<file path="src/hdl/usmg_pkg.sv">
`default_nettype none
// ----------------------------------------------------------------------------
// usmg_pkg
// shared types, constants and tables of the uv sphere mesh generator
// ----------------------------------------------------------------------------
package usmg_pkg;

    localparam int DEF_MAX_DENSITY     = 64;
    localparam int DEF_COORD_FRAC_BITS = 8;
    localparam int DEF_ANGLE_BITS      = 16;

    localparam int CORDIC_ITERS = 24;
    localparam int ITER_W       = 5;
    localparam int DENS_W       = 7;
    localparam int RAD_W        = 16;
    localparam int COORD_W      = 17;
    localparam int IDX_W        = 12;
    localparam int CFG_ADDR_W   = 1;
    localparam int CFG_DATA_W   = 16;

    localparam logic [CFG_ADDR_W-1:0] CFG_DENSITY = 1'b0;
    localparam logic [CFG_ADDR_W-1:0] CFG_RADIUS  = 1'b1;

    localparam logic signed [33:0] CORDIC_GAIN = 34'sd652032874;
    localparam logic signed [33:0] ONE_Q30     = 34'sd1073741824;

    // mesh walk phases
    typedef enum logic [1:0] {
        PH_RING = 2'd0,
        PH_POLE = 2'd1,
        PH_CAP  = 2'd2,
        PH_BAND = 2'd3
    } t_phase;

    // controller states
    typedef enum logic [3:0] {
        ST_IDLE,
        ST_PHI_DIV,
        ST_PHI_CORDIC,
        ST_TH_DIV,
        ST_TH_CORDIC,
        ST_MUL_R,
        ST_MUL_Y,
        ST_MUL_X,
        ST_MUL_Z,
        ST_OUT
    } t_state;

    // datapath commands
    typedef enum logic [3:0] {
        CMD_NONE,
        CMD_DIV_PHI,
        CMD_DIV_TH,
        CMD_DIV_STEP,
        CMD_CORDIC_INIT,
        CMD_CORDIC_STEP,
        CMD_STORE_PHI,
        CMD_MUL_R,
        CMD_MUL_Y,
        CMD_MUL_X,
        CMD_MUL_Z
    } t_cmd;

    typedef struct packed {
        t_cmd            cmd;
        logic            cordic_first;
    } t_ctl;

    typedef struct packed {
        logic div_done;
        logic cordic_done;
    } t_sts;

    // cordic arctangent table in 2^-32 turns
    function automatic logic [31:0] atan_turn(input logic [ITER_W-1:0] k);
        logic [31:0] v;
        unique case (k)
            5'd0:  v = 32'h20000000;  5'd1:  v = 32'h12E4051E;
            5'd2:  v = 32'h09FB385B;  5'd3:  v = 32'h051111D4;
            5'd4:  v = 32'h028B0D43;  5'd5:  v = 32'h0145D7E1;
            5'd6:  v = 32'h00A2F61E;  5'd7:  v = 32'h00517C55;
            5'd8:  v = 32'h0028BE53;  5'd9:  v = 32'h00145F2F;
            5'd10: v = 32'h000A2F98;  5'd11: v = 32'h000517CC;
            5'd12: v = 32'h00028BE6;  5'd13: v = 32'h000145F3;
            5'd14: v = 32'h0000A2FA;  5'd15: v = 32'h0000517D;
            5'd16: v = 32'h000028BE;  5'd17: v = 32'h0000145F;
            5'd18: v = 32'h00000A30;  5'd19: v = 32'h00000518;
            5'd20: v = 32'h0000028C;  5'd21: v = 32'h00000146;
            5'd22: v = 32'h000000A3;  5'd23: v = 32'h00000051;
            default: v = 32'h0;
        endcase
        return v;
    endfunction

endpackage
`default_nettype wire

</file>
<file path="src/hdl/usmg_ctrl.sv">
`default_nettype none
// ----------------------------------------------------------------------------
// usmg_ctrl
// mesh walk counters and sequencer for the vertex datapath
// ----------------------------------------------------------------------------
module usmg_ctrl #(
    parameter int MAX_DENSITY = usmg_pkg::DEF_MAX_DENSITY
) (
    input  wire logic                           i_clk,
    input  wire logic                           i_rst_n,
    input  wire logic                           i_valid,
    output logic                                o_stall,
    input  wire logic                           i_restart,
    input  wire logic                           i_out_stall,
    output logic                                o_valid,
    input  wire logic [usmg_pkg::DENS_W-1:0]    i_mesh_density,
    input  wire usmg_pkg::t_sts                 i_sts,
    output usmg_pkg::t_ctl                      o_ctl,
    output logic [6:0]                          o_ring,
    output logic [6:0]                          o_col,
    output logic [usmg_pkg::DENS_W-1:0]         o_dens,
    output logic                                o_kind,
    output logic                                o_vtx,
    output logic                                o_pole_top,
    output logic [usmg_pkg::IDX_W-1:0]          o_a,
    output logic [usmg_pkg::IDX_W-1:0]          o_b,
    output logic [usmg_pkg::IDX_W-1:0]          o_c,
    output logic                                o_last
);
    import usmg_pkg::*;

    localparam int CW = 9;

    t_state r_state, n_state;
    t_phase r_phase;
    logic [CW-1:0] r_ring, r_col;
    logic r_second;
    logic [CW-1:0] w_d;
    logic r_kind, r_vtx, r_top, r_last;
    logic [IDX_W-1:0] r_a, r_b, r_c;
    logic [6:0] r_vring, r_vcol;
    logic w_acc;

    // clamp density
    always_comb begin
        if (i_mesh_density < 7'd2) w_d = CW'(2);
        else if (CW'(i_mesh_density) > CW'(MAX_DENSITY)) w_d = CW'(MAX_DENSITY);
        else w_d = CW'(i_mesh_density);
    end

    assign w_acc   = i_valid && !o_stall;
    assign o_stall = (r_state != ST_IDLE);
    assign o_valid = (r_state == ST_OUT);

    // record decode for the accepted item
    t_phase        v_ph;
    logic [CW-1:0] v_i, v_j, v_jn, n_ring, n_col;
    logic          v_sec, n_second;
    logic          d_kind, d_vtx, d_top, d_last;
    logic [23:0]   d_a, d_b, d_c, bot, t0, t1;
    t_phase        n_ph;
    always_comb begin
        v_ph  = i_restart ? PH_RING : r_phase;
        v_i   = i_restart ? CW'(1) : r_ring;
        v_j   = i_restart ? '0 : r_col;
        v_sec = i_restart ? 1'b0 : r_second;
        if (v_ph == PH_RING && (v_i < 1 || v_i > w_d - 1 || v_j >= w_d)) begin
            v_ph = PH_POLE; v_j = '0;
        end
        if (v_ph == PH_POLE && v_j > 1) begin
            v_ph = PH_CAP; v_j = '0; v_sec = 1'b0;
        end
        if (v_ph == PH_CAP && v_j >= w_d) begin
            v_ph = PH_BAND; v_i = CW'(1); v_j = '0; v_sec = 1'b0;
        end
        if (v_ph == PH_BAND && (v_i < 1 || v_i > w_d - 2 || v_j >= w_d)) begin
            v_ph = PH_RING; v_i = CW'(1); v_j = '0; v_sec = 1'b0;
        end
        v_jn = (v_j + CW'(1) >= w_d) ? '0 : v_j + CW'(1);
        bot  = 24'(w_d) * 24'(w_d - 1);
        t0   = 24'(v_i - 1) * 24'(w_d);
        t1   = 24'(v_i) * 24'(w_d);
        n_ph = v_ph; n_ring = v_i; n_col = v_j; n_second = v_sec;
        d_kind = 1'b0; d_vtx = 1'b0; d_top = 1'b0; d_last = 1'b0;
        d_a = '0; d_b = '0; d_c = '0;
        unique case (v_ph)
            PH_RING: begin
                d_vtx = 1'b1;
                if (v_j + CW'(1) >= w_d) begin n_col = '0; n_ring = v_i + CW'(1); end
                else n_col = v_j + CW'(1);
            end
            PH_POLE: begin
                d_top = (v_j != 0);
                n_col = v_j + CW'(1);
            end
            PH_CAP: begin
                d_kind = 1'b1;
                if (!v_sec) begin
                    d_a = bot + 24'd1; d_b = 24'(v_jn); d_c = 24'(v_j); n_second = 1'b1;
                end else begin
                    d_a = bot; d_b = bot - 24'(w_d) + 24'(v_j);
                    d_c = bot - 24'(w_d) + 24'(v_jn);
                    n_second = 1'b0;
                    d_last = (w_d == 2) && (v_j == w_d - 1);
                    n_col = v_j + CW'(1);
                end
            end
            default: begin
                d_kind = 1'b1;
                if (!v_sec) begin
                    d_a = t0 + 24'(v_j); d_b = t0 + 24'(v_jn); d_c = t1 + 24'(v_j);
                    n_second = 1'b1;
                end else begin
                    d_a = t0 + 24'(v_jn); d_b = t1 + 24'(v_jn); d_c = t1 + 24'(v_j);
                    n_second = 1'b0;
                    d_last = (v_i == w_d - 2) && (v_j == w_d - 1);
                    if (v_j + CW'(1) >= w_d) begin n_col = '0; n_ring = v_i + CW'(1); end
                    else n_col = v_j + CW'(1);
                end
            end
        endcase
        if (d_last) begin
            n_ph = PH_RING; n_ring = CW'(1); n_col = '0; n_second = 1'b0;
        end
    end

    // walk state and latched record
    always_ff @(posedge i_clk) begin
        if (!i_rst_n) begin
            r_phase <= PH_RING; r_ring <= CW'(1); r_col <= '0; r_second <= 1'b0;
        end else if (w_acc) begin
            r_phase <= n_ph; r_ring <= n_ring; r_col <= n_col;
            r_second <= n_second;
        end
    end

    always_ff @(posedge i_clk) begin
        if (w_acc) begin
            r_kind <= d_kind; r_vtx <= d_vtx; r_top <= d_top; r_last <= d_last;
            r_a <= d_a[IDX_W-1:0]; r_b <= d_b[IDX_W-1:0]; r_c <= d_c[IDX_W-1:0];
            r_vring <= 7'(v_i); r_vcol <= 7'(v_j);
        end
    end

    // next state, unit status is ignored in the kick cycle
    always_comb begin
        n_state = r_state;
        unique case (r_state)
            ST_IDLE:       if (w_acc) n_state = d_vtx ? ST_PHI_DIV : ST_OUT;
            ST_PHI_DIV:    if (!r_kick && i_sts.div_done) n_state = ST_PHI_CORDIC;
            ST_PHI_CORDIC: if (!r_kick && i_sts.cordic_done) n_state = ST_TH_DIV;
            ST_TH_DIV:     if (!r_kick && i_sts.div_done) n_state = ST_TH_CORDIC;
            ST_TH_CORDIC:  if (!r_kick && i_sts.cordic_done) n_state = ST_MUL_R;
            ST_MUL_R:      n_state = ST_MUL_Y;
            ST_MUL_Y:      n_state = ST_MUL_X;
            ST_MUL_X:      n_state = ST_MUL_Z;
            ST_MUL_Z:      n_state = ST_OUT;
            ST_OUT:        if (!i_out_stall) n_state = ST_IDLE;
            default:       n_state = ST_IDLE;
        endcase
    end

    always_ff @(posedge i_clk) begin
        if (!i_rst_n) r_state <= ST_IDLE;
        else r_state <= n_state;
    end

    // commands, with first-cycle kicks on entering each unit
    logic r_kick;
    always_ff @(posedge i_clk) begin
        if (!i_rst_n) r_kick <= 1'b0;
        else r_kick <= (n_state != r_state);
    end

    always_comb begin
        o_ctl.cmd = CMD_NONE;
        o_ctl.cordic_first = (r_state == ST_PHI_CORDIC);
        unique case (r_state)
            ST_PHI_DIV:    o_ctl.cmd = r_kick ? CMD_DIV_PHI : CMD_DIV_STEP;
            ST_TH_DIV:     o_ctl.cmd = r_kick ? CMD_DIV_TH : CMD_DIV_STEP;
            ST_PHI_CORDIC, ST_TH_CORDIC:
                o_ctl.cmd = r_kick ? CMD_CORDIC_INIT :
                            (i_sts.cordic_done ? CMD_STORE_PHI : CMD_CORDIC_STEP);
            ST_MUL_R:      o_ctl.cmd = CMD_MUL_R;
            ST_MUL_Y:      o_ctl.cmd = CMD_MUL_Y;
            ST_MUL_X:      o_ctl.cmd = CMD_MUL_X;
            ST_MUL_Z:      o_ctl.cmd = CMD_MUL_Z;
            default:       o_ctl.cmd = CMD_NONE;
        endcase
    end

    assign o_ring     = r_vring;
    assign o_col      = r_vcol;
    assign o_dens     = DENS_W'(w_d);
    assign o_kind     = r_kind;
    assign o_vtx      = r_vtx;
    assign o_pole_top = r_top;
    assign o_a        = r_a;
    assign o_b        = r_b;
    assign o_c        = r_c;
    assign o_last     = r_last;

endmodule
`default_nettype wire

</file>
<file path="config.mk">
export PLATFORM = sky130hd
export DESIGN_NAME = usmg_ctrl
export DESIGN_NICKNAME = d
export VERILOG_FILES = /design/src/hdl/usmg_pkg.sv /design/src/hdl/usmg_ctrl.sv
export SDC_FILE = /design/constraint.sdc
export NUM_CORES = 1
export LEC_CHECK = 0
export BUFFER_PORTS_ARGS = -buffer_cell sky130_fd_sc_hd__buf_2
export CAP_MARGIN = 20
export CORE_MARGIN = 3
export CORE_UTILIZATION = 50
export CTS_BUF_LIST = sky130_fd_sc_hd__clkbuf_8
export DETAILED_ROUTE_END_ITERATION = 6
export GPL_TIMING_DRIVEN = 0
export HOLD_SLACK_MARGIN = 0.06
export PLACE_DENSITY = 0.76
export SYNTH_ARGS = -nofsm -noshare
export SYNTH_HDL_FRONTEND = slang
export SYNTH_SLANG_ARGS = --single-unit
</file>
<file path="constraint.sdc">
create_clock -name i_clk -period 33.3 [get_ports i_clk]
set_clock_uncertainty 0.2 [all_clocks]
set_input_delay 3.33 -clock i_clk [delete_from_list [all_inputs] [get_ports i_clk]]
set_output_delay 3.33 -clock i_clk [all_outputs]
set_load 0.005 [all_outputs]
</file>
Word level (Yosys, flattened, before mapping)
Index checks and enable logic that the tools add are counted.
- logic and storage cells: 141
- register bits after elaboration: 80
- bits in read-only memories: 0
- memories kept: 0
- memory bits (writable): 0
- latch bits: 0
- bits of input ports: 14
- output and inout port bits: 68
- magnitude comparators: 11
- shifts and indexed selects: 0
- $add $sub $neg: 13
- eq/ne operators: 18
- divide/modulo/power cells: 0
- bitwise operators: 0
- multiplexer cells: 58
- reduce and logical (&&, ||, !) cells: 23
- multiply operators: 3
- operator list (operator ; count):
    $mux 9 ; 15
    $pmux 12 s2 ; 3
    $eq 9x32->1 ; 2
    $gt 9x32->1 ; 2
    $mux 12 ; 5
    $add 12x9->12 ; 4
    $pmux 4 s10 ; 1
    $ge 9x9->1 ; 4
    $mux 4 ; 7
    $pmux 4 s7 ; 1
    $pmux 9 s3 ; 1
    $add 12x10->12 ; 2
    $mul 7x24->12 ; 1
    $sub 9x1->10 const B ; 2
    $add 9x1->9 const B ; 2
    $lt 9x1->1 const B ; 2
    $mux 2 ; 9
    $pmux 9 s2 ; 1
    $eq 4x3->1 const B ; 4
    $mux 7 ; 2
    $add 12x1->12 const B ; 1
    $mul 10x8->12 ; 1
    $mul 9x7->12 ; 1
    $mux 1 ; 12
    21 further kinds ; 41

Logic depth before layout (Yosys ltp)
- word-level depth: 26
- mapped depth: 64
- depth with buffers taken out: 58

Worst setup path after synthesis
Ideal clock, no wire load.
- path type: in2reg
- from: input port i_mesh_density[6] (netlist bit)
- to: register r_b[11] (netlist: o_b[11]) (data pin)
- stages on the path: 55
- slack: 16.341 ns
- required time: 32.825 ns
- setup time: 0.275 ns
- buffers on the path: 9
- arrival: 16.484 ns
- cell sequence: buf_6 > inv_1 > clkbuf_1 > nand3_1 > inv_1 > clkbuf_1 > clkbuf_1 > ha_1 > nand2b_1 > a2111oi_2 > nor3_1 > o32a_1 > or3_1 > buf_6 > clkbuf_1 > or2_2 > ha_1 > nand2b_1 > [19 not listed] > fa_1 > inv_1 > fa_1 > ha_1 > fa_1 > inv_1 > fa_1 > inv_1 > ha_1 > o21a_1 > o41ai_1 > o21ai_0 > xnor3_1 > xnor2_1 > xnor2_1 > xnor2_1 > xor2_1 > o221ai_1
- cells in the longest elaborated chain, start to end: 26
- elaborated cells on any way between the ends: 55
- those cells by class: add/sub: 8; mul: 3; order compare: 10; eq/ne: 5; mux: 19; reduce/logical: 10
- ends and longest elaborated chain (item ; line ; source):
    start, declared ; usmg_ctrl.sv:16 ; input wire logic [usmg_pkg::DENS_W-1:0] i_mesh_density,
    $gt 7x7->1 ; usmg_ctrl.sv:47 ; else if (CW'(i_mesh_density) > CW'(MAX_DENSITY)) w_d = CW'(MAX_DENSITY);
    $mux 7 ; usmg_ctrl.sv:47 ;
    $mux 7 (*) ; usmg_ctrl.sv:46 ; if (i_mesh_density < 7'd2) w_d = CW'(2);
    net o_dens (one bit) ; usmg_ctrl.sv:21 ; output logic [usmg_pkg::DENS_W-1:0] o_dens,
    branches (longest 22 deep; another with $gt 9x32->1) ; - ;
    $pmux 12 s2 (*) ; usmg_ctrl.sv:86 ; unique case (v_ph)
    net d_b[11] ; usmg_ctrl.sv:60 ; logic [23:0] d_a, d_b, d_c, bot, t0, t1;
    end signal, assigned ; usmg_ctrl.sv:140 ; r_a <= d_a[IDX_W-1:0]; r_b <= d_b[IDX_W-1:0]; r_c <= d_c[IDX_W-1:0];
    end, declared ; usmg_ctrl.sv:40 ; logic [IDX_W-1:0] r_a, r_b, r_c;
Mark *: on every way through the listed nets, which the timed path passes.
A chain may end at the register's enable or synchronous reset.

Final worst setup path
- from: input port i_mesh_density[6] (netlist bit)
- to: register r_b[11] (netlist: o_b[11]) (data pin)
- elaborated cells on any way between the ends: 55
- those cells by class: add/sub: 8; mul: 3; order compare: 10; eq/ne: 5; mux: 19; reduce/logical: 10
- RTL lines (item ; line ; source):
    $gt 7x7->1 ; usmg_ctrl.sv:47 ;
    $mux 7 ; usmg_ctrl.sv:47 ;
    $mux 7 (*) ; usmg_ctrl.sv:46 ;
    $sub 9x1->10 ; usmg_ctrl.sv:67 ; if (v_ph == PH_RING && (v_i < 1 || v_i > w_d - 1 || v_j >= w_d)) begin
    $gt 9x32->1 ; usmg_ctrl.sv:67 ;
    $logic_or 1x1->1 (2 in series) ; usmg_ctrl.sv:67 ;
    $logic_and 1x1->1 ; usmg_ctrl.sv:67 ;
    $mux 9 or $mux 2 (tied branches) ; usmg_ctrl.sv:67 ;
    [10 not listed] ; - ;
    $mux 9 (*) ; usmg_ctrl.sv:76 ; if (v_ph == PH_BAND && (v_i < 1 || v_i > w_d - 2 || v_j >= w_d)) begin
    net v_i[1] ; usmg_ctrl.sv:57 ; logic [CW-1:0] v_i, v_j, v_jn, n_ring, n_col;
    $sub 9x1->10 ; usmg_ctrl.sv:81 ; t0 = 24'(v_i - 1) * 24'(w_d);
    $mul 10x8->12 ; usmg_ctrl.sv:81 ;
    $add 12x10->12 ; usmg_ctrl.sv:111 ; d_a = t0 + 24'(v_j); d_b = t0 + 24'(v_jn); d_c = t1 + 24'(v_j);
    $mux 12 (*) ; usmg_ctrl.sv:110 ; if (!v_sec) begin
    $pmux 12 s2 (*) ; usmg_ctrl.sv:86 ;
    net d_b[11] ; usmg_ctrl.sv:60 ;
Mark *: on every way through the listed nets, which the timed path passes. The rest lies on a longest branch.

==> summary.md <==
| Metric | Value |
|---|---|
| Status | `completed` |
| CTS tree | `built` |
| Seq cells post-synth | `80` |
| Bufs and invs on worst path | `15` |
| Fraction of registers with async set/reset | `0` |
| Drt total wl | `47150 um` |
| RSZ-0062 raised after global routing | `no` |
| FF+latch area | `0.002142 mm2` |
| Input/output buffers | `78` |
| Final Instance Area | `0.01507 mm2` |
| Post-route ant nets | `0` |
| Area share of the largest cell type after synthesis | `0.1746` |
| Filler cells | `2679` |
| Number of enable flip-flop cells after synthesis | `54` |
| Core area | `0.02718 mm2` |
| Post-Synth XOR/XNOR Area | `0.08035` |
| Clk sinks | `80` |
| Setup-failing EPs final | `0` |
| Chip height | `172.8 um` |
| Multi-input logic area | `0.01075 mm2` |
| Slowest cell on the critical path | `nor2_1` |
| Adder-cell share of the synthesized area | `0.3200` |
| Power Density | `33.36 mW/mm2` |
| Antenna violations before repair | `0` |
| Final Critical Period | `21.99 ns` |
| Largest stage delay, worst path | `0.83 ns` |
| First drt pass iteration count | `5` |
| Element type at the critical path end | `flop` |
| Delay-heaviest family, CP | `compound AO/OA/AOI/OAI gates` |
| Fraction of the mapped netlist area in simple logic gates | `0.1889` |
| Synth cell types | `74` |
| DP Area | `0.01488 mm2` |
| CP Launch Type | `input pin` |
| Antenna cells | `0` |
| Post-Synthesis Cell Area | `0.01391 mm2` |
| Die area | `0.02985 mm2` |
| Lkg Pwr | `0.007153 uW` |
| Maximum vdd drop | `22.46 uV` |
| Area Growth Syn to Fin | `8.386%` |
| Top cells by area, synth | `ha_1, fa_1, edfxtp_1` |
| GR Overflow Total | `0` |
| H-tree Lvls | `3` |
| Syn_area_per_cell | `7.937 um2` |
| Max-Cap Viols | `0` |
| Area leader, netlist | `ha_1` |
| Die X | `172.8 um` |
| Post-cts repair resize count | `0` |
| Layout cells sized above 1 | `0.06745` |
| Non-Filler Instances | `2240` |
| Clk root buf | `clkbuf_8` |
| Drt wl/cell | `21.05 um` |
| Via count | `13340` |
| Vias per std cell | `5.957` |
| Achievable Freq | `45.47 MHz` |
| First-pass GRT wire length | `72730 um` |
| Final Hold Viols | `0` |
| GPL Wtd Cong | `1.010` |
| Vias in the first global route | `13030` |
| CP required | `33.21 ns` |
| DRC violations left | `0` |
| CTS Buffer Depth | `2` |
| Synth Instances | `1752` |
| Clock-pin slew on the worst setup and hold paths | `0.10 ns` |
| Layout Nets | `2173` |
| Sum of negative setup slack | `0 ns` |
| All-Layer GR Usage | `0.3110` |
| Hold Path Class | `flop to flop` |
| Slew Limit Headroom | `0.2341` |
| Crit Path Max Fanout | `21` |
| Compound-Gate Fraction of Synth Area | `0.1737` |
| I/O pin count | `82` |
| Hold WS | `0.3071 ns` |
| Largest net degree at the start of global routing | `46` |
| Post-CTS Hold Fix Bufs | `0` |
| Postcts setup bufs | `0` |
| Primary FF master, synth | `edfxtp_1` |
| Final Cycle Share | `0.6604` |
| Clock Latency Late Sink | `0.39 ns` |
| Post-synthesis mux area share | `0.005039` |
| DR iter-0 viols | `1392` |
| Cells after DPL | `2223` |
| Combinational family with the most area after synthesis | `adder cells` |
| Detailed placement HPWL | `38280 um` |
| WS Path Type | `input pin to flop` |
| Power Total | `502.7 uW` |
| Slew @ Worst Pin | `1.149 ns` |
| Seq/Total Area, Yosys | `0.1540` |
| Row Count | `60` |
| Synth warn | `0` |
| TritonCTS Buffers | `9` |
| Initial Util | `0.5117` |
| Max-slew violations | `0` |
| CP arrival | `21.90 ns` |
## worst paths after layout
check                                            start                endpoint  slack, ns  cells past startpoint
worst max-delay path                 i_mesh_density[6]       o_b[11]$_DFFE_PP_      11.31                     56
worst min-delay path            r_ring[1]$_SDFFE_PN0P_  r_ring[1]$_SDFFE_PN0P_       0.31                      2
worst max register to register  r_ring[5]$_SDFFE_PN0P_       o_b[11]$_DFFE_PP_      16.47                     51
worst min register to register  r_ring[1]$_SDFFE_PN0P_  r_ring[1]$_SDFFE_PN0P_       0.31                      2
## where the power goes
group / internal, uW / switching, uW
sequential: 120 / 3.89
combinational: 117 / 196
clock: 26.4 / 40.0
## metrics by stage
step | util | setup WS (ns)
global placement | 0.5455 | 11.06
detailed placement | 0.5477 | 11.67
floorplan | - | 16.34
CTS | 0.5536 | 12.01
finish | 0.5546 | 11.31
global route | 0.5546 | 10.84
## cells by family after synthesis
group	count (synthesis)
adder cells (fa/ha/maj)	295
XOR/XNOR	126
AO/OA/AOI/OAI	379
flip-flops	80
multiplexers	7
AND/OR/NAND/NOR	583
buffers and inverters	280
other	2
## synthesized netlist by cell type, drive strengths merged, types with 11 or more instances
| library cell | count |
|---|---|
| a211oi | 12 |
| a21o | 22 |
| a21oi | 126 |
| and2 | 18 |
| buf | 14 |
| clkbuf | 47 |
| dfxtp | 26 |
| edfxtp | 54 |
| fa | 101 |
| ha | 194 |
| inv | 215 |
| nand2 | 188 |
| nand2b | 23 |
| nand3 | 29 |
| nand4 | 13 |
| nor2 | 204 |
| nor2b | 32 |
| nor3 | 40 |
| nor4 | 12 |
| o211ai | 11 |
| o21ai | 83 |
| o21bai | 19 |
| o22ai | 25 |
| xnor2 | 94 |
| xor2 | 31 |
## registers in the layout (all words and copies together) (netlist names), 2 cells and up
name / cells
o_a: 12
o_b: 12
o_c: 12
o_col: 7
o_ring: 7
r_col: 9
r_phase: 2
r_ring: 9
r_state: 4
## tightest hold or removal path: stages (launching register included)
cell and delay (ns):
dfxtp_1 0.34, nand2_1 0.06, o21ai_0 0.06
## routing by layer
layer / GRT usage / share of wire
met5: 0 / 0
met2: 0.5010 / 0.45
met4: 0.1574 / 0.060
met3: 0.04699 / 0.086
met1: 0.4083 / 0.41
## cells in the final DEF, fill, tap and decap left out, types with 26 or more instances in the layout
cell type,count
inv_1,212
fa_1,101
nand2_1,188
dfxtp_1,26
xnor2_1,94
ha_1,194
buf_2,81
o21ai_0,78
clkbuf_1,46
xor2_1,31
nor3_1,40
edfxtp_1,54
nand3_1,29
a21oi_1,125
nor2b_1,32
nor2_1,203
## area by class of cell
cell class,count,area share
buffer,61,0.01702
timing repair buffer,84,0.03146
sequential,80,0.1421
clock inverter,6,0.002490
clock buffer,9,0.008218
multi-input combinational,1409,0.7133
inverter,219,0.05454
tap,372,0.03088
Power figures use the tool's default switching activity.
